[src/sv/bhn_pkg.sv]
package bhn_pkg;

  localparam int MAX_BINS = 16;
  localparam int IDX_W    = (MAX_BINS > 1) ? $clog2(MAX_BINS) : 1;
  localparam int CNT_W    = $clog2(MAX_BINS + 1);

  localparam int FIELD_W = 31;
  localparam int BIN_W   = 32;
  localparam int ABS_W   = 40;
  localparam int SQ_W    = 64;
  localparam int EPS_W   = 16;
  localparam int VAL_W   = 16;
  localparam int DIV_W   = 40;
  localparam int QUO_W   = 32;
  localparam int ROOT_W  = 32;
  localparam int SQ2_W   = 40;
  localparam int STEP_W  = 6;

  localparam logic [VAL_W-1:0] CLIP_Q16 = 16'd13107;
  localparam logic [VAL_W-1:0] VAL_MAX  = 16'hFFFF;

  // register indexes on the config port
  localparam logic [1:0] REG_NORM_MODE = 2'd0;
  localparam logic [1:0] REG_EPSILON   = 2'd1;

  typedef enum logic [1:0] {
    MODE_L1      = 2'd0,
    MODE_L1_SQRT = 2'd1,
    MODE_L2      = 2'd2,
    MODE_L2_HYS  = 2'd3
  } norm_mode_t;

  typedef struct packed {
    logic [FIELD_W-1:0] corner_top_left;
    logic [FIELD_W-1:0] corner_top_right;
    logic [FIELD_W-1:0] corner_bottom_left;
    logic [FIELD_W-1:0] corner_bottom_right;
    logic               last_bin;
  } bin_word_t;

  typedef struct packed {
    logic [VAL_W-1:0] bin_value;
    logic             block_last;
  } res_word_t;

  typedef struct packed {
    logic [DIV_W-1:0]  num;
    logic [DIV_W-1:0]  den;
    logic [STEP_W-1:0] steps;
  } div_cmd_t;

  typedef struct packed {
    logic             done;
    logic             zero;
    logic             cap;
    logic [QUO_W-1:0] quo;
  } div_res_t;

endpackage

[src/sv/bhn_div.sv]
// bit-serial restoring divider, one quotient bit per cycle
module bhn_div
  import bhn_pkg::*;
(
  input  logic     clk,
  input  logic     rst,
  input  logic     start,
  input  div_cmd_t cmd,
  output div_res_t res
);

  logic              busy;
  logic              done_r;
  logic              zero_r;
  logic              cap_r;
  logic [STEP_W-1:0] left;
  logic [DIV_W-1:0]  rem;
  logic [DIV_W-1:0]  den;
  logic [QUO_W-1:0]  quo;
  logic [DIV_W:0]    rem2;

  assign rem2 = {rem, 1'b0};
  assign res  = {done_r, zero_r, cap_r, quo};

  always_ff @(posedge clk) begin
    if (rst) begin
      busy   <= 1'b0;
      done_r <= 1'b0;
    end else begin
      done_r <= 1'b0;
      if (start) begin
        zero_r <= 1'b0;
        cap_r  <= 1'b0;
        quo    <= '0;
        if (cmd.den == '0) begin
          zero_r <= 1'b1;
          done_r <= 1'b1;
        end else if (cmd.num >= cmd.den) begin
          cap_r  <= 1'b1;
          done_r <= 1'b1;
        end else begin
          busy <= 1'b1;
          left <= cmd.steps;
          rem  <= cmd.num;
          den  <= cmd.den;
        end
      end else if (busy) begin
        if (rem2 >= {1'b0, den}) begin
          rem <= DIV_W'(rem2 - {1'b0, den});
          quo <= {quo[QUO_W-2:0], 1'b1};
        end else begin
          rem <= rem2[DIV_W-1:0];
          quo <= {quo[QUO_W-2:0], 1'b0};
        end
        left <= left - STEP_W'(1);
        if (left == STEP_W'(1)) begin
          busy   <= 1'b0;
          done_r <= 1'b1;
        end
      end
    end
  end

endmodule

[config.mk]
export PLATFORM = sky130hd
export DESIGN_NAME = bhn_div
export DESIGN_NICKNAME = d
export VERILOG_FILES = /design/src/sv/bhn_pkg.sv /design/src/sv/bhn_div.sv
export SDC_FILE = /design/constraint.sdc
export NUM_CORES = 1
export LEC_CHECK = 0
export ABC_AREA = 1
export ABC_CLOCK_PERIOD_IN_PS = 5890
export BUFFER_PORTS_ARGS = -buffer_cell sky130_fd_sc_hd__buf_4
export CAP_MARGIN = 10
export CORE_UTILIZATION = 30
export CTS_CLUSTER_SIZE = 24
export DETAILED_ROUTE_END_ITERATION = 10
export GPL_ROUTABILITY_DRIVEN = 0
export SYNTH_ARGS = -nofsm -noshare
export SYNTH_HDL_FRONTEND = slang
export SYNTH_SLANG_ARGS = --single-unit
[constraint.sdc]
create_clock -name clk -period 5.89 [get_ports clk]
set_input_delay 0 -clock clk [delete_from_list [all_inputs] [get_ports clk]]
set_output_delay 0 -clock clk [all_outputs]
set_load 0.02 [all_outputs]
; After elaboration in Yosys (flattened, before gate mapping)
; Cells that the tools add are included.
[totals]
ff_bits = 122
output_inout_bits = 35
word_cells = 47
[classes]
add_sub_neg = 2
magnitude_cmp = 2
eq_ne = 3
n_mux = 22
bitwise_logic = 3
n_reduce_logical = 7
[ops]
columns = operator, n
row1 = $mux W40, 5
row2 = $ge A41 B40 Y1, 1
row3 = $ge A40 B40 Y1, 1
row4 = $logic_not A40 Y1, 1
row5 = $sub A40 B40 Y40, 1
row6 = $mux W32, 1
row7 = $mux W6, 4
row8 = $mux W1, 12
row9 = $reduce_and A4 Y1, 2
row10 = $eq A6 B1 Y1 const B, 1
row11 = $reduce_and A2 Y1, 3
row12 = $sub A6 B1 Y6 const B, 1
row13 = $ne A2 B2 Y1 const B, 2
row14 = $not A1 Y1, 3
row15 = $reduce_bool A2 Y1, 1

; Longest topological paths before layout
; Gate-level depths: netlist of run 1.
[depth]
ltp_word = 4
mapped_depth = 17

; Least setup slack after synthesis of run 1
; No wires, ideal clock.
[synth_timing]
path_type = in2reg
from = in cmd[37] in the netlist's numbering
to = reg den[0], enable pin
setup_ps = 487
arrival_time_ps = 3776
slack_ps = 1628
path_stages = 13
path_buffers = 0
path_cell_list = inv_1 ha_1 nand2_1 inv_1 nand3_1 nor2_1 nand2_1 inv_1 nand3_1 nand2_1 nor2_1 nand4_1 nor3_1
[synth_between]
elab_chain_cells = 3
word_cells_on_any_way = 5
[synth_rtl]
columns = element, line_no
row1 = from (decl), bhn_div.sv:8  ; input div_cmd_t cmd,
row2 = $ge A40 B40 Y1 / $logic_not A40 Y1 (equally long branches), "bhn_div.sv:38, bhn_div.sv:35"
row3 = $not A1 Y1 (no source line), -
row4 = $reduce_and A4 Y1 (no source line) *, -
row5 = to (signal assigned), bhn_div.sv:45  ; den <= cmd.den;
row6 = to (decl), bhn_div.sv:18  ; logic [DIV_W-1:0] den;
; Every way passes the cells marked *; elsewhere a longest branch is shown, timed or not.
; A chain may end at the register's enable or synchronous reset.

; Worst setup path in the final report of run 1
[layout_timing]
from = reg rem[27]
to = reg rem[33] (data pin)
[layout_between]
elab_chain_cells = 4
word_cells_on_any_way = 5
[layout_rtl]
columns = element, line_no
row1 = from (decl), bhn_div.sv:17  ; logic [DIV_W-1:0] rem;
row2 = from (signal assigned), bhn_div.sv:44  ; rem <= cmd.num;
row3 = from (signal assigned), bhn_div.sv:49  ; rem <= DIV_W'(rem2 - {1'b0, den});
row4 = from (signal assigned), bhn_div.sv:52  ; rem <= rem2[DIV_W-1:0];
row5 = $sub A40 B40 Y40 / $ge A41 B40 Y1 (equally long branches), "bhn_div.sv:49, bhn_div.sv:48"
row6 = $mux W40 *, bhn_div.sv:48  ; if (rem2 >= {1'b0, den}) begin
row7 = $mux W40 *, bhn_div.sv:47  ; end else if (busy) begin
row8 = $mux W40 *, bhn_div.sv:31  ; if (start) begin
; Every way passes the cells marked *; elsewhere a longest branch is shown, timed or not. The select of a mux whose other input is x is not followed.

==> results of run 1 <==
-- registers in the layout (all words and copies together) (netlist names) --
register / flops
zero_r: 1
cap_r: 1
quo: 32
rem: 40
done_r: 1
den: 40
busy: 1
left: 6
-- area by class of cell --
type,instances,area (um^2),share of cell area [%]
clock buffer,17,425.4,3.358
multi-input combinational,948,4966,39.20
inverter,288,1081,8.533
sequential,122,3643,28.76
timing repair buffer,215,1836,14.49
clock inverter,15,172.7,1.363
tap,435,544.3,4.296
-- cells in the mapped netlist (2+ instances only) --
cell,instances
a21oi_1,49
a31oi_1,3
and2_1,2
buf_1,6
buf_12,2
buf_2,6
buf_4,3
clkbuf_1,8
dfxtp_1,2
edfxtp_1,120
ha_1,82
inv_1,285
inv_2,2
nand2_1,487
nand2_2,13
nand3_1,73
nand3_2,3
nand3b_1,32
nand4_1,14
nor2_1,111
nor2_2,8
nor3_1,7
nor4_1,2
o21a_1,5
o21ai_0,16
o21bai_1,6
or2_2,4
xnor2_1,19
xor2_1,2
-- layer usage --
| layer | GRT usage [%] | up-vias |
|---|---|---|
| met3 | 2.085 | 42 |
| met4 | 6.633 | 0 |
| met1 | 22.88 | 4198 |
| met5 | 0 | - |
| li1 | - | 4727 |
| met2 | 29.58 | 208 |
-- power by group --
part           leakage [nW]  switching [mW]  total (mW)  internal (mW)
combinational          5.08           0.583       0.946          0.363
clock                 0.290           0.463        1.10          0.639
sequential             1.15          0.0300        1.07           1.04
-- through the flow --
step | worst slack [ns] | utilization, %
floorplan | 1.628 | -
global placement | 2.596 | 35.09
detailed placement | 2.420 | 35.09
CTS | 2.309 | 39.70
global route | 2.532 | 39.74
finish | 2.763 | 39.74
-- cells in the final DEF (no fill, tap or decap), drive strengths merged, types with 2 or more instances in the layout --
| cell | instances |
|---|---|
| clkbuf | 17 |
| edfxtp | 120 |
| a21oi | 50 |
| ha | 82 |
| bufinv | 2 |
| a31oi | 3 |
| buf | 128 |
| o21bai | 6 |
| nor3 | 7 |
| nand3b | 32 |
| clkinv | 2 |
| nand4 | 14 |
| xor2 | 2 |
| o21ai | 16 |
| inv | 297 |
| xnor2 | 19 |
| nand3 | 76 |
| clkinvlp | 2 |
| o21a | 5 |
| nor2 | 120 |
| nand2 | 502 |
| nor4 | 3 |
| and2 | 3 |
| dlygate4sd3 | 87 |
| dfxtp | 2 |
| or2 | 4 |
-- worst paths after layout --
kind                     start                    end  slack (ns)  depth (start not counted)
max          rem[27]$_DFFE_PP_      rem[33]$_DFFE_PP_        2.76                         13
max reg2reg  rem[27]$_DFFE_PP_      rem[33]$_DFFE_PP_        2.76                         13
min                      start  quo[30]$_SDFFCE_PP0P_        0.22                          2
min reg2reg  busy$_SDFFE_PP0P_      busy$_SDFFE_PP0P_        0.48                          2
-- repair_timing --
item,4_1_cts,5_1_grt
buffers inserted,0,0
hold buffers,87,0
setup endpoints to repair,0,0
endpoints found under the hold margin,90,0
-- cells by family (layout without fill, tap and decap cells) --
kind of cell               after synthesis  count (layout)  share of synthesized area (%)
and+or+nand+nor                        761             761                          33.19
buffers and inverters                  314             535                          12.59
DFF                                    122             122                          37.06
adders and majority gates               83              83                          10.64
AOI/OAI and AO/OA                       83              83                          4.646
xor gates and xnor gates                21              21                          1.871
==> results.txt, run 1 <==
- Relative max-transition margin: a little over two fifths
* Maximum fanout along the worst path: 40
- IO Pins: 124
- The worst setup path is launched from a flip-flop.
* Portion of the post-synthesis area used by sequential elements: between 30% and 40%
* Post-CTS sizing: 0
- The total overflow left after global routing is 0.
- Drt initial violations: between 500 and 600
* Finished Cell Area: 12670 um^2
- The filler cells instantiated in the layout total approximately 3400.
- Data on the critical path is required at its endpoint by 6.08 ns.
- Clock tree synthesis selected as its root buffer the cell clkbuf_16.
* EDFF count, synth: 120
- After synthesis, the largest area contributor takes up 36.66% of total cell area.
* Clock transition time at the flip-flop clock pins of the worst setup and hold paths: about 0.070 ns
* MaxCap Viol Count: 0
- In this run the static leakage power is 6.517 nW.
- For this run, the number of standard cells in the final layout without fillers is 2040.
- Once the floorplan was initialized, standard cells occupied 30.84% of the core.
* Width of the die: 183.0 um
* Post-DP Area: 11190 um^2
* Share of synthesized flip-flops with an asynchronous set or reset: 0%
- Once detail routing completed, the nets flagged for antenna violations numbered 0.
- After technology mapping, the gate count stands at 1384.
- Setup TNS: 0 ns
- RSZ-0062 raised after global routing: no
- Std cell rows: 65
- Power comes to 3.121 mW.
* Arrival time of data at the critical path endpoint: 3.31 ns
- Hold Crit Class: primary input to flip-flop
- Unique masters post-synth: 41
- In the detailed route, the total length drawn on met2 is 13.29 mm.
- Fraction of layout cells with a size suffix above 1: around 12%
- The critical path in this run is classified as flip-flop to flip-flop.
- Setup violation total in the final timing report: 0
* Router iterations before antenna repair: 5
- Largest voltage drop on the vdd net: 0.0002271 V
- Signal routing reaches up to met4.
- Total routing usage reported by global routing: between 10% and 20%
* Source-to-sink clock delay at the later pin of the worst-skew pair: 0.44 ns
* Layout Area Growth over Synthesis: 28.87%
- Summing over every cut layer, the via total after detailed routing is 9175.
- Number of global-route vias before repair: 9108
- Hold is met by 0.2238 ns.
- Number of buffers and inverters on the critical path: 0
* Detail-routed via count per cell: 4.498
- The number of hold-slack violations in the final timing report was 0.
- For this run, design rule violations remaining after detail routing come to 0.
- The number of nets handed over by synthesis was roughly 1600.
- Top cells by area, synth: edfxtp_1, nand2_1, inv_1
- Summed over all nets, the half-perimeter wirelength after detailed placement is around 22 mm.
- Largest net degree at the start of global routing: 81
- Averaged over all synthesized cells, the footprint is 7.103 um^2.
- Die extent in y: 183.0 um
- After detailed routing, the average wire length per cell comes to 14.00 um.
- The number of placed instances, taps included, is 1920.
- Clock skew on the completed layout was measured at between 0.01 and 0.015 ns.
* Leading area contributor after synthesis: edfxtp_1
- Maximum clock path buffer count: 2
* Cell class contributing the biggest share of worst-path delay: simple AND/OR/NAND/NOR gates
- The first global-routing pass estimated 46.02 mm of wire.
* Total power density per cell area: 246.4 nW/um^2
- Predominant post-synthesis flop cell: edfxtp_1
- For this run, the slowest stage of the critical path takes 0.44 ns.
- Count of pins over their slew limit: 0
* Final #Nets: 1764
- Yosys printed 0 warnings.
- 0 antenna diodes ended up in the layout.
- Slew at the pin closest to its max-slew limit: ~0.86 ns
- TritonCTS Buffers: 17
* Ordered cell list for the critical path: ha_1, a21oi_1, nand2_1, nand2_1, nand2_1, nand2_1, nand3_2, nor2_8, nand2_8, nand2_2, nand2_1, nand2_1, nand2_1
* Post-layout minimum cycle time: 3.127 ns
- Part of the cycle the worst path needs: 53.09%
- Crit path top cell by count: nand2_1
- STA classifies the critical path endpoint as a flip-flop.
* Met3 layer wire length in the routed design: 1.082 mm
- Area of the die: 33500 um^2
- TritonCTS clock tree: built
* Count of state elements after synthesis: 122
- In this run the standard cell core region covers 31880 um^2.
- Routed met1 length: 13.40 mm
- Number of sinks handled by clock tree synthesis: 122
* H-tree lvl count: 4
* Max stage delay cell, worst path: nor2_8
- Maximum achievable frequency: 0.3198 GHz
- Cell area after technology mapping: 9831 um^2
* Wire length reported by the detailed router: 28.57 mm
* Outcome: finished clean
- The number of antenna violations at the first check in global routing was 0.
* Quantity of I/O buffers inserted on ports: around 120
(Power assumes the default switching activity.)
==> run 2, diff against run 1 <==
ABC_CLOCK_PERIOD_IN_PS = 2610   (was 5890)
clock period = 2.61 ns   (was 5.89 ns; I/O delays follow)
==> run 2 against run 1 <==
Critical path depth shrank 2. Sequential power is 130% higher. Register-to-register slack lost 2.6 ns. First-iteration DRC count shrank 2.3%. Utilization up 1.1 points. Die area stayed put. Clock power up 130%. Worst hold slack got worse by 0.084 ns. Clock skew is 0.0023 ns lower. Combinational power up 140%. Largest cell class unchanged.
==> results.txt, run 2 (same netlist as run 1, synthesis figures left out) <==
- Together, buffers and inverters on the worst path number 3.
- IR analysis of the VDD net gives a maximum drop of 0.0005070 V.
- At the pin with the least slew margin, the transition time is 0.4935 ns.
* Gate power share: 31.1%
- Post-layout minimum cycle time: 2.475 ns
- Post-route ant nets: 0
- The via count of the first global-routing pass came to approximately 9400.
- Critical path start-end classification: primary input to flip-flop
- Initial antenna violation count: 0
- Die extent in y: between 150 and 200 um
- The pre-antenna-repair detailed-routing pass consisted of 5 iterations.
- Final #Nets: 1779
- Hold slack final: 0.1399 ns
- TritonCTS Buffers: 17
- The number of placed instances, taps included, is 1935.
* Diodes inserted: 0
- Summing all placed instances gives a cell area of 11380 um^2.
- The finished cells cover 13030 um^2.
- Clock share of power: a little over a third
- Final design utilization: about 40%
- Dividing the detail-routed wire length by the instance count gives 14.24 um.
- Final hold violation count: 0
- Cell internal power was estimated by the tool at around 4.8 mW.
- For this run, the slowest stage of the critical path takes 0.55 ns.
- Total routing usage reported by global routing: 18.09%
* Portion of total power attributed to sequential cells: 33.8%
* Outcome: finished clean
* Most frequent cells in the layout: nand2_1, inv_1, buf_4
- The die covers 33500 um^2.
- Arrival time of data at the critical path endpoint: about 2.6 ns
* Relative max-transition margin: 67.10%
- Cell class contributing the biggest share of worst-path delay: simple AND/OR/NAND/NOR gates
- Leaving out fill and tap cells, the most frequent cell in the layout is nand2_1.
* Std cell rows: 65
* Clock root buffer: clkbuf_16
- Number of sinks handled by clock tree synthesis: around 120
* Final HPWL DP: between 20 and 25 mm
* Quantity of I/O buffers inserted on ports: 123
- For this run, the top clock speed supported by timing is 0.4041 GHz.
- For the final routed database, the setup TNS stands at 0 ns.
* Power dissipated by switching net loads: 2.378 mW
- Max stage delay cell, worst path: dlygate4sd3_1
- The number of max-slew violations in the final report came to 0.
- The first global-routing pass estimated 47.33 mm of wire.
- Detail-routed via count per cell: 4.491
* Clock transition time at the flip-flop clock pins of the worst setup and hold paths: 0.06 ns
- After filler insertion, the fill cell instance count of the layout stands at 3312.
- Total via count after detailed routing: 9230
* Source-to-sink clock delay at the later pin of the worst-skew pair: 0.44 ns
- Switching share of power: 33.03%
* Hold Crit Class: primary input to flip-flop
- MaxCap Viol Count: 0
- Largest registers: den (40), rem (40), quo (32)
* WP data required: 2.74 ns
* Maximum fanout along the worst path: 18
- Cells with a size suffix above 1 make up 14.26% of the layout.
* Area taken by multi-input logic gates: 5099 um^2
* Core area: 31880 um^2
* DRC: 0
* Layout Area Growth over Synthesis: 32.58%
- The worst setup path is launched from a primary input.
- The die is around 180 um wide.
- Non-filler cells in the finished layout: 2055
* TritonCTS clock tree: built
* Maximum clock path buffer count: 2
* Setup violation total in the final timing report: 0
- Across the whole layout, storage elements account for 3643 um^2.
- Drt initial violations: 513
* H-tree lvl count: 4
- CP Capture Type: flip-flop
- Global-route congestion overflow total: 0
- Effective utilization at floorplan: 30.84%
- Largest net degree at the start of global routing: 49
- For this design the top-level I/O count stands at 124.
* Total power density per cell area: 552.5 nW/um^2
- RSZ-0062 raised after global routing: yes
* Part of the cycle the worst path needs: 94.81%
- Worst setup skew after layout: 0.01024 ns
- Walking the worst path, the cells encountered are dlygate4sd3_1, buf_4, ha_1, nand4_1, nor2_1, nand3_1, nand2_1, nor2_1, nand4_1, a21oi_4, buf_12.
- Summed over all cells, the static leakage comes to ~6.6 nW.
* Wire length reported by the detailed router: 29.26 mm
run 2: metal layers:
| layer | track usage (%) | wire (um) | up-vias | part of all wire [%] |
|---|---|---|---|---|
| met5 | 0 | 0 | - | 0 |
| met4 | 6.100 | 657 | 0 | 2.2 |
| met3 | 2.879 | 1291 | 36 | 4.4 |
| met2 | 31.01 | 13980 | 218 | 48 |
| met1 | 23.04 | 13340 | 4216 | 46 |
| li1 | - | - | 4760 | - |
run 2: tightest hold or removal path: cells and delay by family:
kind,cells,cell delay [ns]
buffers and inverters,1,0.23
AND/OR/NAND/NOR,2,0.17
run 2: timing repair:
action | in CTS | in global routing
gates resized for setup | 0 | 27
hold endpoints to repair | 90 | 0
buffers inserted | 0 | 1
hold buffers | 87 | 0
setup endpoints to repair | 0 | 76
run 2: stage by stage:
step,worst slack (ns),power (mW)
2_1_floorplan,0.05035,3.882
5_1_grt,-0.007822,7.600
3_3_place_gp,-0.1918,4.519
4_1_cts,0.01034,7.173
6_report,0.1354,7.201
3_5_place_dp,-0.1952,4.534
run 2: worst paths after layout:
path	cells past startpoint	slack (ns)	end	startpoint
max	11	0.14	rem[5]$_DFFE_PP_	cmd[58]
min reg2reg	2	0.47	busy$_SDFFE_PP0P_	busy$_SDFFE_PP0P_
max reg2reg	13	0.14	rem[15]$_DFFE_PP_	rem[21]$_DFFE_PP_
min	3	0.14	rem[29]$_DFFE_PP_	start
run 2: power by group through the flow:
stage | Combinational (mW) | Clock, mW | Sequential, mW
final | 2.24 | 2.53 | 2.43
after global routing | 2.52 | 2.64 | 2.45
after CTS | 2.18 | 2.56 | 2.42
after detailed placement | 2.07 | 0 | 2.46
after global placement | 2.06 | 0 | 2.46
after floorplan | 1.40 | 0 | 2.48
run 2: final cells by class:
| type | count | share of cell area (%) |
|---|---|---|
| Timing Repair Buffer | 230 | 15.71 |
| Clock buffer | 20 | 3.504 |
| Multi-Input combinational cell | 948 | 39.12 |
| Inverter | 288 | 8.294 |
| Clock inverter | 12 | 1.248 |
| Tap cell | 435 | 4.176 |
| Sequential cell | 122 | 27.95 |
