--- src/sv/bhn_pkg.sv ---
package bhn_pkg;

  localparam int MAX_BINS = 16;
  localparam int IDX_W    = (MAX_BINS > 1) ? $clog2(MAX_BINS) : 1;
  localparam int CNT_W    = $clog2(MAX_BINS + 1);

  localparam int FIELD_W = 31;
  localparam int BIN_W   = 32;
  localparam int ABS_W   = 40;
  localparam int SQ_W    = 64;
  localparam int EPS_W   = 16;
  localparam int VAL_W   = 16;
  localparam int DIV_W   = 40;
  localparam int QUO_W   = 32;
  localparam int ROOT_W  = 32;
  localparam int SQ2_W   = 40;
  localparam int STEP_W  = 6;

  localparam logic [VAL_W-1:0] CLIP_Q16 = 16'd13107;
  localparam logic [VAL_W-1:0] VAL_MAX  = 16'hFFFF;

  // register indexes on the config port
  localparam logic [1:0] REG_NORM_MODE = 2'd0;
  localparam logic [1:0] REG_EPSILON   = 2'd1;

  typedef enum logic [1:0] {
    MODE_L1      = 2'd0,
    MODE_L1_SQRT = 2'd1,
    MODE_L2      = 2'd2,
    MODE_L2_HYS  = 2'd3
  } norm_mode_t;

  typedef struct packed {
    logic [FIELD_W-1:0] corner_top_left;
    logic [FIELD_W-1:0] corner_top_right;
    logic [FIELD_W-1:0] corner_bottom_left;
    logic [FIELD_W-1:0] corner_bottom_right;
    logic               last_bin;
  } bin_word_t;

  typedef struct packed {
    logic [VAL_W-1:0] bin_value;
    logic             block_last;
  } res_word_t;

  typedef struct packed {
    logic [DIV_W-1:0]  num;
    logic [DIV_W-1:0]  den;
    logic [STEP_W-1:0] steps;
  } div_cmd_t;

  typedef struct packed {
    logic             done;
    logic             zero;
    logic             cap;
    logic [QUO_W-1:0] quo;
  } div_res_t;

endpackage

--- src/sv/bhn_isqrt.sv ---
// digit-by-digit square root, two radicand bits per cycle
module bhn_isqrt
  import bhn_pkg::*;
(
  input  logic              clk,
  input  logic              rst,
  input  logic              start,
  input  logic [SQ_W-1:0]   x,
  output logic              done,
  output logic [ROOT_W-1:0] root
);

  localparam int REM_W = ROOT_W + 4;

  logic              busy;
  logic [STEP_W-1:0] left;
  logic [SQ_W-1:0]   xs;
  logic [REM_W-1:0]  rem;
  logic [REM_W-1:0]  rem_in;
  logic [REM_W-1:0]  trial;

  assign rem_in = {rem[REM_W-3:0], xs[SQ_W-1:SQ_W-2]};
  assign trial  = {2'b00, root, 2'b01};

  always_ff @(posedge clk) begin
    if (rst) begin
      busy <= 1'b0;
      done <= 1'b0;
    end else begin
      done <= 1'b0;
      if (start) begin
        busy <= 1'b1;
        left <= STEP_W'(ROOT_W);
        xs   <= x;
        rem  <= '0;
        root <= '0;
      end else if (busy) begin
        xs <= {xs[SQ_W-3:0], 2'b00};
        if (rem_in >= trial) begin
          rem  <= rem_in - trial;
          root <= {root[ROOT_W-2:0], 1'b1};
        end else begin
          rem  <= rem_in;
          root <= {root[ROOT_W-2:0], 1'b0};
        end
        left <= left - STEP_W'(1);
        if (left == STEP_W'(1)) begin
          busy <= 1'b0;
          done <= 1'b1;
        end
      end
    end
  end

endmodule

--- config.mk ---
export PLATFORM = sky130hd
export DESIGN_NAME = bhn_isqrt
export DESIGN_NICKNAME = d
export VERILOG_FILES = /design/src/sv/bhn_pkg.sv /design/src/sv/bhn_isqrt.sv
export SDC_FILE = /design/constraint.sdc
export NUM_CORES = 1
export LEC_CHECK = 0
export BUFFER_PORTS_ARGS = -buffer_cell sky130_fd_sc_hd__buf_4
export CELL_PAD_IN_SITES_DETAIL_PLACEMENT = 0
export CELL_PAD_IN_SITES_GLOBAL_PLACEMENT = 1
export CORE_MARGIN = 2
export CORE_UTILIZATION = 45
export DETAILED_ROUTE_END_ITERATION = 10
export GPL_TIMING_DRIVEN = 0
export HOLD_SLACK_MARGIN = 0.03
export PLACE_DENSITY = 0.83
export RECOVER_POWER = 25
export SLEW_MARGIN = 15
export SYNTH_ARGS = -nofsm -noshare
export SYNTH_HDL_FRONTEND = slang
export SYNTH_SLANG_ARGS = --single-unit
--- constraint.sdc ---
create_clock -name clk -period 24.8 [get_ports clk]
set_input_delay 4.96 -clock clk [delete_from_list [all_inputs] [get_ports clk]]
set_output_delay 4.96 -clock clk [all_outputs]
set_load 0.02 [all_outputs]
==> Yosys cells after proc, flatten, opt, wreduce, memory -nomap -nowiden <==
Cells that the tools add are included.
{ "word_totals": {"register_bits": 138, "output_inout_bits": 33, "word_cells": 26, "input_bits": 67} }
{ "op_classes": {"n_lt_le_gt_ge": 1, "n_eq_ne": 1, "n_bitwise": 2, "reduce_logical": 3, "n_addsub": 2, "mux": 11} }
{ "ops": {"columns": ["operator", "count"], "rows": [
  ["two-way mux 64 bit", 2],
  ["two-way mux 34 bit", 2],
  [">= comparator 36 x 34 -> 1 bit", 1],
  ["subtractor 34 bit", 1],
  ["two-way mux 32 bit", 1],
  ["equality test 6 x 1 -> 1 bit, second input constant", 1],
  ["two-way mux 6 bit", 1],
  ["subtractor 6 x 1 -> 6 bit, second input constant", 1],
  ["two-way mux 1 bit", 5],
  ["OR reduction 3 bit", 1],
  ["NOT 1 bit", 2],
  ["AND reduction 2 bit", 1],
  ["nonzero test 2 bit", 1]
]} }

==> Longest topological paths before layout <==
Gate-level depths: netlist of the first run.
{ "depth": {"depth_word": 4, "depth_mapped": 14, "ltp_nobuf": 11} }

==> Worst setup path after synthesis of the first run <==
OpenSTA, ideal clock, no wires.
{ "synth_timing": {"kind": "in2reg", "start": "input port start", "end": "register left[0] (enable)", "t_required_ps": 24166, "setup_time_ps": 634, "arrival_time_ps": 11195, "n_path_buf": 2, "stages": 4, "setup_slack_ps": 12971, "path_cell_list": "clkbuf_1 clkbuf_1 nor2_1 nor2_1"} }
{ "synth_via": {"elab_chain_cells": 2} }
{ "synth_rtl": {"columns": ["item", "line_no", "text"], "rows": [
  ["from (decl)", "bhn_isqrt.sv:7", "input logic start,"],
  ["nonzero test 2 bit (no source line)", null, null],
  ["AND reduction 2 bit (no source line)", null, null],
  ["to (signal assigned)", "bhn_isqrt.sv:33", "left <= STEP_W'(ROOT_W);"],
  ["to (signal assigned)", "bhn_isqrt.sv:46", "left <= left - STEP_W'(1);"],
  ["to (decl)", "bhn_isqrt.sv:16", "logic [STEP_W-1:0] left;"]
]} }
No other way between the ends.
A chain may end at the register's enable or synchronous reset.

==> Final worst setup path of the first run <==
{ "layout_timing": {"start": "input port start", "end": "register rem[10] (enable)"} }
{ "layout_via": {"elab_chain_cells": 2} }
{ "layout_rtl": {"columns": ["item", "line_no", "text"], "rows": [
  ["nonzero test 2 bit (no source line)", null, null],
  ["AND reduction 2 bit (no source line)", null, null],
  ["to (signal assigned)", "bhn_isqrt.sv:40", "rem <= rem_in - trial;"],
  ["to (signal assigned)", "bhn_isqrt.sv:43", "rem <= rem_in;"],
  ["to (decl)", "bhn_isqrt.sv:18", "logic [REM_W-1:0] rem;"]
]} }
No other way between the ends.

==> results of run 1 <==
## worst max-delay path, delay by kind of cell
family	cells	cell delay [ns]
buf+inv	4	1.24
simple gates	2	0.75
## power by group
| part | switching (mW) | internal (mW) | total [mW] |
|---|---|---|---|
| combinational | 0.0843 | 0.0658 | 0.150 |
| sequential | 0.00781 | 0.281 | 0.289 |
| clock | 0.107 | 0.140 | 0.247 |
| total | 0.199 | 0.487 | 0.686 |
## cell usage after synthesis (3+ instances only)
| cell type | number |
|---|---|
| o31ai_1 | 3 |
| buf_2 | 4 |
| and3_1 | 4 |
| nor3_1 | 7 |
| a21o_1 | 19 |
| ha_1 | 36 |
| o21ai_0 | 9 |
| edfxtp_1 | 136 |
| o21bai_1 | 5 |
| nand4_1 | 4 |
| mux2_2 | 62 |
| or3_1 | 4 |
| a211oi_1 | 5 |
| and2_1 | 7 |
| a221o_1 | 3 |
| clkbuf_1 | 22 |
| xnor2_1 | 20 |
| a31oi_1 | 5 |
| nor2_1 | 62 |
| a21oi_1 | 61 |
| o21a_1 | 5 |
| nand2_1 | 71 |
| nand3_1 | 4 |
| o211ai_1 | 4 |
| inv_1 | 44 |
| nor2b_1 | 3 |
| xor2_1 | 10 |
## final timing paths
path         slack (ns)  startpoint  cells after the start       to
min                0.49        busy                      1     done
min reg2reg        0.49        busy                      1     done
max reg2reg       21.58     root[0]                     12  rem[12]
max               17.96       start                      6  rem[10]
## cell type report
cell class	instances	share of cell area, %
clock buffer	17	4.68
sequential	138	45.3
tap	220	3.03
inverter	44	1.82
timing repair buffer	103	8.11
clock inverter	15	1.54
buffer	28	1.33
multi-input combinational	443	34.2
## cells by family after synthesis
logic type               count (synthesis)
AO/OA/AOI/OAI                          136
flip-flops                             138
XOR/XNOR                                30
adder cells (fa/ha/maj)                 36
multiplexers                            63
buffers and inverters                   72
AND/OR/NAND/NOR                        178
## sequential cells by signal (all words and copies together) (netlist names)
| signal | flops |
|---|---|
| root | 32 |
| busy | 1 |
| rem | 34 |
| done | 1 |
| xs | 64 |
| left | 6 |
## routing by layer
layer	global-route usage, %	wire length, µm
met3	6.96	1190
met1	23.3	6990
met5	0	0
met2	31.6	7490
met4	5.73	232
## cells in the final DEF (no fill, tap or decap), drive strengths merged, types with 5 or more instances in the layout
cell type / n
ha: 36
edfxtp: 136
and2: 7
xnor2: 20
nor2: 62
nand2: 71
o21ai: 12
buf: 77
clkbuf: 71
xor2: 10
o211ai: 5
a21oi: 63
o21a: 5
clkinvlp: 5
o21bai: 5
a21o: 19
mux2: 62
a31oi: 5
or3: 5
inv: 51
nor3: 7
a211oi: 5
==> results.sh, run 1 <==
export IMPL_drtPass1Iterations=5
export IMPL_ys_seq_elements=138
export IMPL_cts_buffers_inserted=17
export IMPL_synth_nets=756
export IMPL_critPathCaptureType="flop"
export IMPL_synthMuxAreaShare_pct=9.43
export IMPL_grt_pass1_vias=5565
export IMPL_die_height_um=133
export IMPL_rows=47
export IMPL_clock_latency_ns=0.42
export IMPL_crit_path_max_fanout=28
export IMPL_place_area_um2=8650
export IMPL_final_antenna_net_count=0
export IMPL_num_antenna_cells=0
export IMPL_cts_buffer_depth=2
export IMPL_gr_usage_all_layers_pct=19.0
export IMPL_synth_edf_count=136
export IMPL_p_total_uw=686
export IMPL_cts_tree="built"
export IMPL_die_x_um=133
export IMPL_htree_levels=4
export IMPL_clk_pin_slew_ns=0.06
export IMPL_vias_per_cell=5.14
export IMPL_cts_sinks=138
export IMPL_dp_final_hpwl_um=11500
export IMPL_drc=0
export IMPL_synthSimpleGateAreaFrac_pct=10.5
export IMPL_slew_viol_final=0
export IMPL_synth_compound_area_share_pct=11.9
export IMPL_grt_ovfl_total=0
export IMPL_layout_nets=878
export IMPL_vias=5181
export IMPL_post_cts_setup_buffers=0
export IMPL_slew_headroom_pct=50.9
export IMPL_synth_xor_area_share_pct=3.50
export IMPL_ys_async_sr_fraction_pct=0
export IMPL_die_area_um2=17700
export IMPL_start_util_pct=45.6
export IMPL_critPathKind="in2reg"
export IMPL_synthToLayoutAreaGrowth_pct=21.1
export IMPL_ctsResizeCount=0
export IMPL_grt_max_degree=29
export IMPL_fillers=1443
export IMPL_tightest_slew_ns=0.734
export IMPL_wl_per_cell_um=15.8
export IMPL_max_stage_delay_ns=0.59
export IMPL_cts_hold_buffers=0
export IMPL_cp_arrival_ns=6.98
export IMPL_crit_top_cell="clkbuf_1"
export IMPL_port_buffers=98
export IMPL_setup_viol=0
export IMPL_drt_iter0_markers=317
export IMPL_drive_gt1_share_pct=22.8
export IMPL_fin_ws_ns=17.96
export IMPL_p_per_area_nw_per_um2=75.4
export IMPL_hold_viol_final=0
export IMPL_multi_input_area_um2=3110
export IMPL_finalClockSkew_ns=0.00544
export IMPL_period_needed_ns=6.84
export IMPL_core_um2=16500
export IMPL_seq_area_frac_synth_pct=54.9
export IMPL_power_leakage_nw=3.64
export IMPL_min_path_type="reg2reg"
export IMPL_syn_inst=653
export IMPL_synthAdderAreaFrac_pct=6.00
export IMPL_ir_drop_uv=45.0
export IMPL_yosys_area_top_type_share_pct=54.4
export IMPL_synth_top_family_by_area="compound AO/OA/AOI/OAI gates"
export IMPL_avgSynthCellArea_um2=11.5
export IMPL_stdcell_count=1008
export IMPL_grt_antenna_before_repair=0
export IMPL_fin_util_pct=55.3
export IMPL_syn_area_um2=7510
export IMPL_fin_crit_sh_pct=27.6
export IMPL_status="completed"
export IMPL_final_area_um2=9100
export IMPL_start_kind="primary input"
export IMPL_drv_cap=0
export IMPL_whs_ns=0.486
export IMPL_grt_pass1_wl_um=26700
export IMPL_place_ws_ns=17.44
export IMPL_post_synth_top_area_cell="edfxtp_1"
export IMPL_synth_ff_type="edfxtp_1"
export IMPL_worstPathCellList="clkbuf_1 -> clkbuf_1 -> nor2_1 -> nor2_4 -> buf_12 -> buf_16"
export IMPL_io_pin_count=100
export IMPL_place_gp_congestion=0.877
export IMPL_synth_area_leaders="edfxtp_1 (54%), mux2_2 (9.3%), ha_1 (6.0%), a21oi_1 (4.1%), nand2_1 (3.5%)"
export IMPL_wirelength_um=15900
export IMPL_slowest_stage="nor2_4"
export IMPL_synth_cell_type_count=53
export IMPL_clock_tree_root_cell="clkbuf_16"
export IMPL_required_ns=24.93
export IMPL_yosys_warnings=0
export IMPL_seqCellArea_um2=4120
export IMPL_setup_tns_ns=0
export IMPL_dp_cells=976
export IMPL_max_freq_mhz=146
export IMPL_rsz0062_at_grt="no"
(Power assumes the default switching activity.)
==> run 2, diff against run 1 <==
Clock period 24.8 ns to 6.5 ns, I/O delays scaled along.
==> results.sh, run 2 (synthesized netlist as in run 1, its figures left out) <==
export IMPL_cts_buffers_inserted=17
export IMPL_fillers=1479
export IMPL_grt_ovfl_total=0
export IMPL_largest_register_ffs=64
export IMPL_status="completed"
export IMPL_setup_viol=0
export IMPL_die_area_um2=17700
export IMPL_p_total_mw=2.64
export IMPL_fin_util_pct=55.1
export IMPL_grt_max_degree=32
export IMPL_drv_cap=0
export IMPL_gr_usage_all_layers_pct=19.1
export IMPL_slowest_stage="edfxtp_1"
export IMPL_grt_antenna_before_repair=0
export IMPL_die_x_um=133
export IMPL_hold_viol_final=0
export IMPL_synthToLayoutAreaGrowth_pct=20.8
export IMPL_cts_sinks=138
export IMPL_drt_iter0_markers=345
export IMPL_core_um2=16500
export IMPL_cp_arrival_ns=3.53
export IMPL_die_height_um=133
export IMPL_io_pin_count=100
export IMPL_dp_cells=975
export IMPL_start_util_pct=45.6
export IMPL_vias_per_cell=5.26
export IMPL_final_antenna_net_count=0
export IMPL_critPathCaptureType="flop"
export IMPL_largestRegisters="xs (64), rem (34), root (32)"
export IMPL_rows=47
export IMPL_rsz0062_at_grt="no"
export IMPL_htree_levels=4
export IMPL_slew_headroom_pct=46.2
export IMPL_final_common_cell="edfxtp_1"
export IMPL_whs_ns=0.483
export IMPL_start_kind="flop"
export IMPL_clk_pin_slew_ns=0.06
export IMPL_drive_gt1_share_pct=22.5
export IMPL_stdcell_count=1007
export IMPL_layout_nets=877
export IMPL_regMostFlops="xs"
export IMPL_tightest_slew_ns=0.806
export IMPL_drtPass1Iterations=6
export IMPL_ctsResizeCount=0
export IMPL_power_leakage_nw=3.63
export IMPL_dp_final_hpwl_um=11500
export IMPL_num_antenna_cells=0
export IMPL_cts_tree="built"
export IMPL_grt_pass1_vias=5475
export IMPL_port_buffers=98
export IMPL_max_freq_mhz=306
export IMPL_fin_crit_sh_pct=50.3
export IMPL_wl_per_cell_um=15.9
export IMPL_drc=0
export IMPL_slew_viol_final=0
export IMPL_place_gp_congestion=0.870
export IMPL_wirelength_um=16000
export IMPL_vias=5298
export IMPL_clock_tree_root_cell="clkbuf_16"
export IMPL_grt_pass1_wl_um=26600
export IMPL_p_per_area_nw_per_um2=291
export IMPL_period_needed_ns=3.27
export IMPL_clock_latency_ns=0.43
export IMPL_cts_buffer_depth=2
export IMPL_worstPathCellList="inv_1 -> ha_1 -> nand2b_1 -> a21oi_1 -> a21oi_2 -> o21ai_4 -> o211a_4 -> o31ai_4 -> a21oi_2 -> clkbuf_1 -> nand2_1 -> a21oi_1"
export IMPL_critPathKind="reg2reg"
export IMPL_final_area_um2=9080
export IMPL_max_stage_delay_ns=0.42
export IMPL_cts_hold_buffers=0
export IMPL_ir_drop_uv=230
export IMPL_min_path_type="reg2reg"
export IMPL_required_ns=6.76
export IMPL_crit_path_max_fanout=10
export IMPL_post_cts_setup_buffers=0
export IMPL_place_area_um2=8610
export IMPL_final_cell_mix="edfxtp_1 (136), nand2_1 (71), buf_4 (67)"
export IMPL_finalClockSkew_ns=0.00951
[run 2: cell types whose count changed in the layout (fill, tap and decap cells not counted), sizes merged]
cell	change
clkbuf	+3
clkinvlp	-2
bufinv	+1
inv	-4
clkinv	+2
buf	-1
[run 2: worst max-delay path, delay by kind of cell (launching register included)]
kind            cells  cell delay (ns)
compound gates      7             1.59
simple gates        2             0.20
flops               1             0.42
fa+ha+maj           1             0.37
buf+inv             2             0.53
[run 2: metal layers]
| metal | track usage (%) | wire length (µm) | up-vias |
|---|---|---|---|
| met5 | 0 | 0 | - |
| met4 | 7.21 | 340 | 0 |
| met3 | 7.27 | 1170 | 28 |
| met2 | 30.6 | 7490 | 142 |
| met1 | 23.5 | 7030 | 2523 |
| li1 | - | - | 2605 |
[run 2: final cells by class]
type | count | area, µm² | share of cell area, %
buffer | 28 | 121 | 1.34
clock buffer | 20 | 447 | 4.92
clock inverter | 12 | 140 | 1.54
inverter | 44 | 165 | 1.82
multi-input combinational | 443 | 3110 | 34.3
sequential | 138 | 4120 | 45.4
tap | 220 | 275 | 3.03
timing repair buffer | 102 | 696 | 7.66
[run 2: where the power goes]
part / internal, mW / total [mW] / switching (mW)
combinational: 0.247 / 0.568 / 0.320
clock: 0.579 / 0.974 / 0.394
sequential: 1.07 / 1.10 / 0.0302
[run 2: path summary, 6_finish.rpt]
path,start,endpoint,slack [ns],cells after the start
worst max-delay path,root[0],rem[20],3.23,12
worst min-delay path,busy,done,0.48,1
worst max register to register,root[0],rem[20],3.23,12
worst min register to register,busy,done,0.48,1
[run 2: metrics by stage]
step                setup slack, ns  setup TNS, ns
floorplan                     0.629              0
global placement              -1.10        -149.95
detailed placement             2.72              0
CTS                            3.18              0
global route                   2.92              0
finish                         3.23              0
==> run 3, diff against run 2 <==
Settings changed: CORE_UTILIZATION 45 to 42, PLACE_DENSITY 0.83 to 0.82.
Clock period 6.5 ns to 2.8 ns, I/O delays scaled along.
==> results.sh, run 3 (synthesized netlist as in run 1, its figures left out) <==
export IMPL_die_area_um2=19000
export IMPL_layout_nets=914
export IMPL_slew_viol_final=0
export IMPL_ir_drop_uv=442
export IMPL_clk_pin_slew_ns=0.06
export IMPL_regMostFlops="xs"
export IMPL_power_switching_mw=1.87
export IMPL_p_per_area_nw_per_um2=656
export IMPL_slowest_stage="or4_4"
export IMPL_synthToLayoutAreaGrowth_pct=34.6
export IMPL_cts_sinks=138
export IMPL_place_gp_congestion=0.876
export IMPL_cts_tree="built"
export IMPL_rr_startpoint="root[0]"
export IMPL_rsz0062_at_grt="yes"
export IMPL_swShare_pct=28.2
export IMPL_status="finished, violations left"
export IMPL_worstSetupStartpoint="root[0]"
export IMPL_period_needed_ns=2.92
export IMPL_violations="negative setup slack"
export IMPL_vias=5529
export IMPL_drv_cap=0
export IMPL_vias_per_cell=5.28
export IMPL_port_buffers=98
export IMPL_fillers=1470
export IMPL_htree_levels=4
export IMPL_io_pin_count=100
export IMPL_start_util_pct=43.1
export IMPL_p_int_mw=4.76
export IMPL_final_antenna_net_count=0
export IMPL_clock_tree_root_cell="clkbuf_16"
export IMPL_crit_path_max_fanout=2
export IMPL_seqCellArea_um2=4120
export IMPL_seq_power_share_pct=38.9
export IMPL_grt_antenna_before_repair=0
export IMPL_fin_crit_sh_pct=104
export IMPL_grt_ovfl_total=0
export IMPL_slew_headroom_pct=19.5
export IMPL_num_antenna_cells=0
export IMPL_worstPathCellList="inv_2 -> ha_4 -> o211ai_1 -> o21a_1 -> a211oi_2 -> o211ai_2 -> nand2_2 -> a221o_1 -> o21a_1 -> or4_4 -> a31oi_4"
export IMPL_core_um2=17400
export IMPL_largest_register_ffs=64
export IMPL_cp_arrival_ns=3.18
export IMPL_max_freq_mhz=342
export IMPL_wirelength_um=17300
export IMPL_cts_buffer_depth=2
export IMPL_drc=0
export IMPL_drtPass1Iterations=5
export IMPL_cp_top_family="compound AO/OA/AOI/OAI gates"
export IMPL_max_stage_delay_ns=0.46
export IMPL_grt_max_degree=30
export IMPL_whs_ns=0.309
export IMPL_wl_per_cell_um=16.5
export IMPL_final_cell_mix="edfxtp_1 (136), buf_4 (134), nand2_1 (65), mux2_2 (62), nor2_1 (59)"
export IMPL_cts_buffers_inserted=17
export IMPL_critPathKind="reg2reg"
export IMPL_setup_viol=2
export IMPL_crit_top_cell="o21a_1"
export IMPL_rows=48
export IMPL_dp_final_hpwl_um=11900
export IMPL_gr_usage_all_layers_pct=18.7
export IMPL_place_ws_ns=-0.360
export IMPL_die_x_um=138
export IMPL_drive_gt1_share_pct=40.5
export IMPL_grt_pass1_wl_um=27400
export IMPL_finalClockSkew_ns=0.00978
export IMPL_clock_latency_ns=0.42
export IMPL_power_leakage_nw=4.04
export IMPL_fin_ws_ns=-0.120
export IMPL_power_share_combinational_pct=26.2
export IMPL_multi_input_area_um2=3600
export IMPL_worst_path_buf_inv=1
export IMPL_worstHoldStart="rst"
export IMPL_final_common_cell="edfxtp_1"
export IMPL_tightest_slew_ns=1.20
export IMPL_min_path_type="in2reg"
export IMPL_critPathCaptureType="flop"
export IMPL_die_height_um=138
export IMPL_r2r_slack_ns=-0.12
export IMPL_required_ns=3.06
export IMPL_p_clk_share_pct=34.9
export IMPL_drt_iter0_markers=365
export IMPL_hold_viol_final=0
export IMPL_grt_pass1_vias=5664
export IMPL_start_kind="flop"
export IMPL_largestRegisters="xs (64), rem (34), root (32)"
-- run 3: cell count changes in the layout (fill, tap and decap cells not counted), sizes merged --
| cell | change |
|---|---|
| clkbuf | -39 |
| clkinvlp | +1 |
| bufinv | +1 |
| buf | +73 |
-- run 3: per-stage QoR --
stage	area (µm²)	cells	setup TNS (ns)	power [mW]	utilization (%)
after global placement	8640	976	-193.99	3.94	49.6
after detailed placement	8750	981	-9.44	3.98	50.2
final	10100	1048	-0.169	6.63	58.0
after floorplan	7630	653	-69.26	3.60	-
after CTS	9770	1032	-0.203	6.48	56.1
after global routing	10100	1048	-1.25	6.93	58.0
-- run 3: layout make-up --
class	instances	share of cell area [%]
Clock inverter	14	1.71
Clock buffer	17	4.21
Inverter	44	1.63
Multi-Input combinational cell	443	35.6
Tap cell	225	2.78
Timing Repair Buffer	142	11.4
Sequential cell	138	40.8
Buffer	25	1.86
-- run 3: per-layer routing --
metal  share of wire [%]  wire length (µm)  up-vias  track usage (%)
li1                    -                 -     2679                -
met1                  42              7230     2650             22.4
met2                  49              8410      171             30.8
met3                 7.7              1320       29             6.77
met4                 1.8               315        0             7.54
met5                   0                 0        -                0
-- run 3: worst paths after layout --
kind | endpoint | cells after the start
max reg2reg | rem[33] | 11
min reg2reg | done | 1
max | rem[33] | 11
min | done | 2
-- run 3: power groups by stage --
stage / sequential, mW / clock [mW] / combinational, mW
floorplan: 2.63 / 0 / 0.979
global placement: 2.61 / 0 / 1.33
detailed placement: 2.61 / 0 / 1.38
CTS: 2.58 / 2.35 / 1.55
global route: 2.60 / 2.44 / 1.90
finish: 2.58 / 2.31 / 1.74
-- run 3: worst register-to-register path, delay by kind of cell, from the launching register on --
kind / cells / cell delay (ns)
AO/OA/AOI/OAI: 7 / 1.47
AND/OR/NAND/NOR: 2 / 0.54
flip-flops: 1 / 0.44
adder cells (fa/ha/maj): 1 / 0.22
buffers and inverters: 1 / 0.12
-- run 3: timing repair --
| action | in CTS | in global routing |
|---|---|---|
| buffers inserted | 21 | 17 |
| pin swaps | 21 | 36 |
| setup endpoints to repair | 35 | 35 |
| cloned | 1 | 0 |
| gates resized for setup | 52 | 52 |
| hold buffers | 0 | 0 |
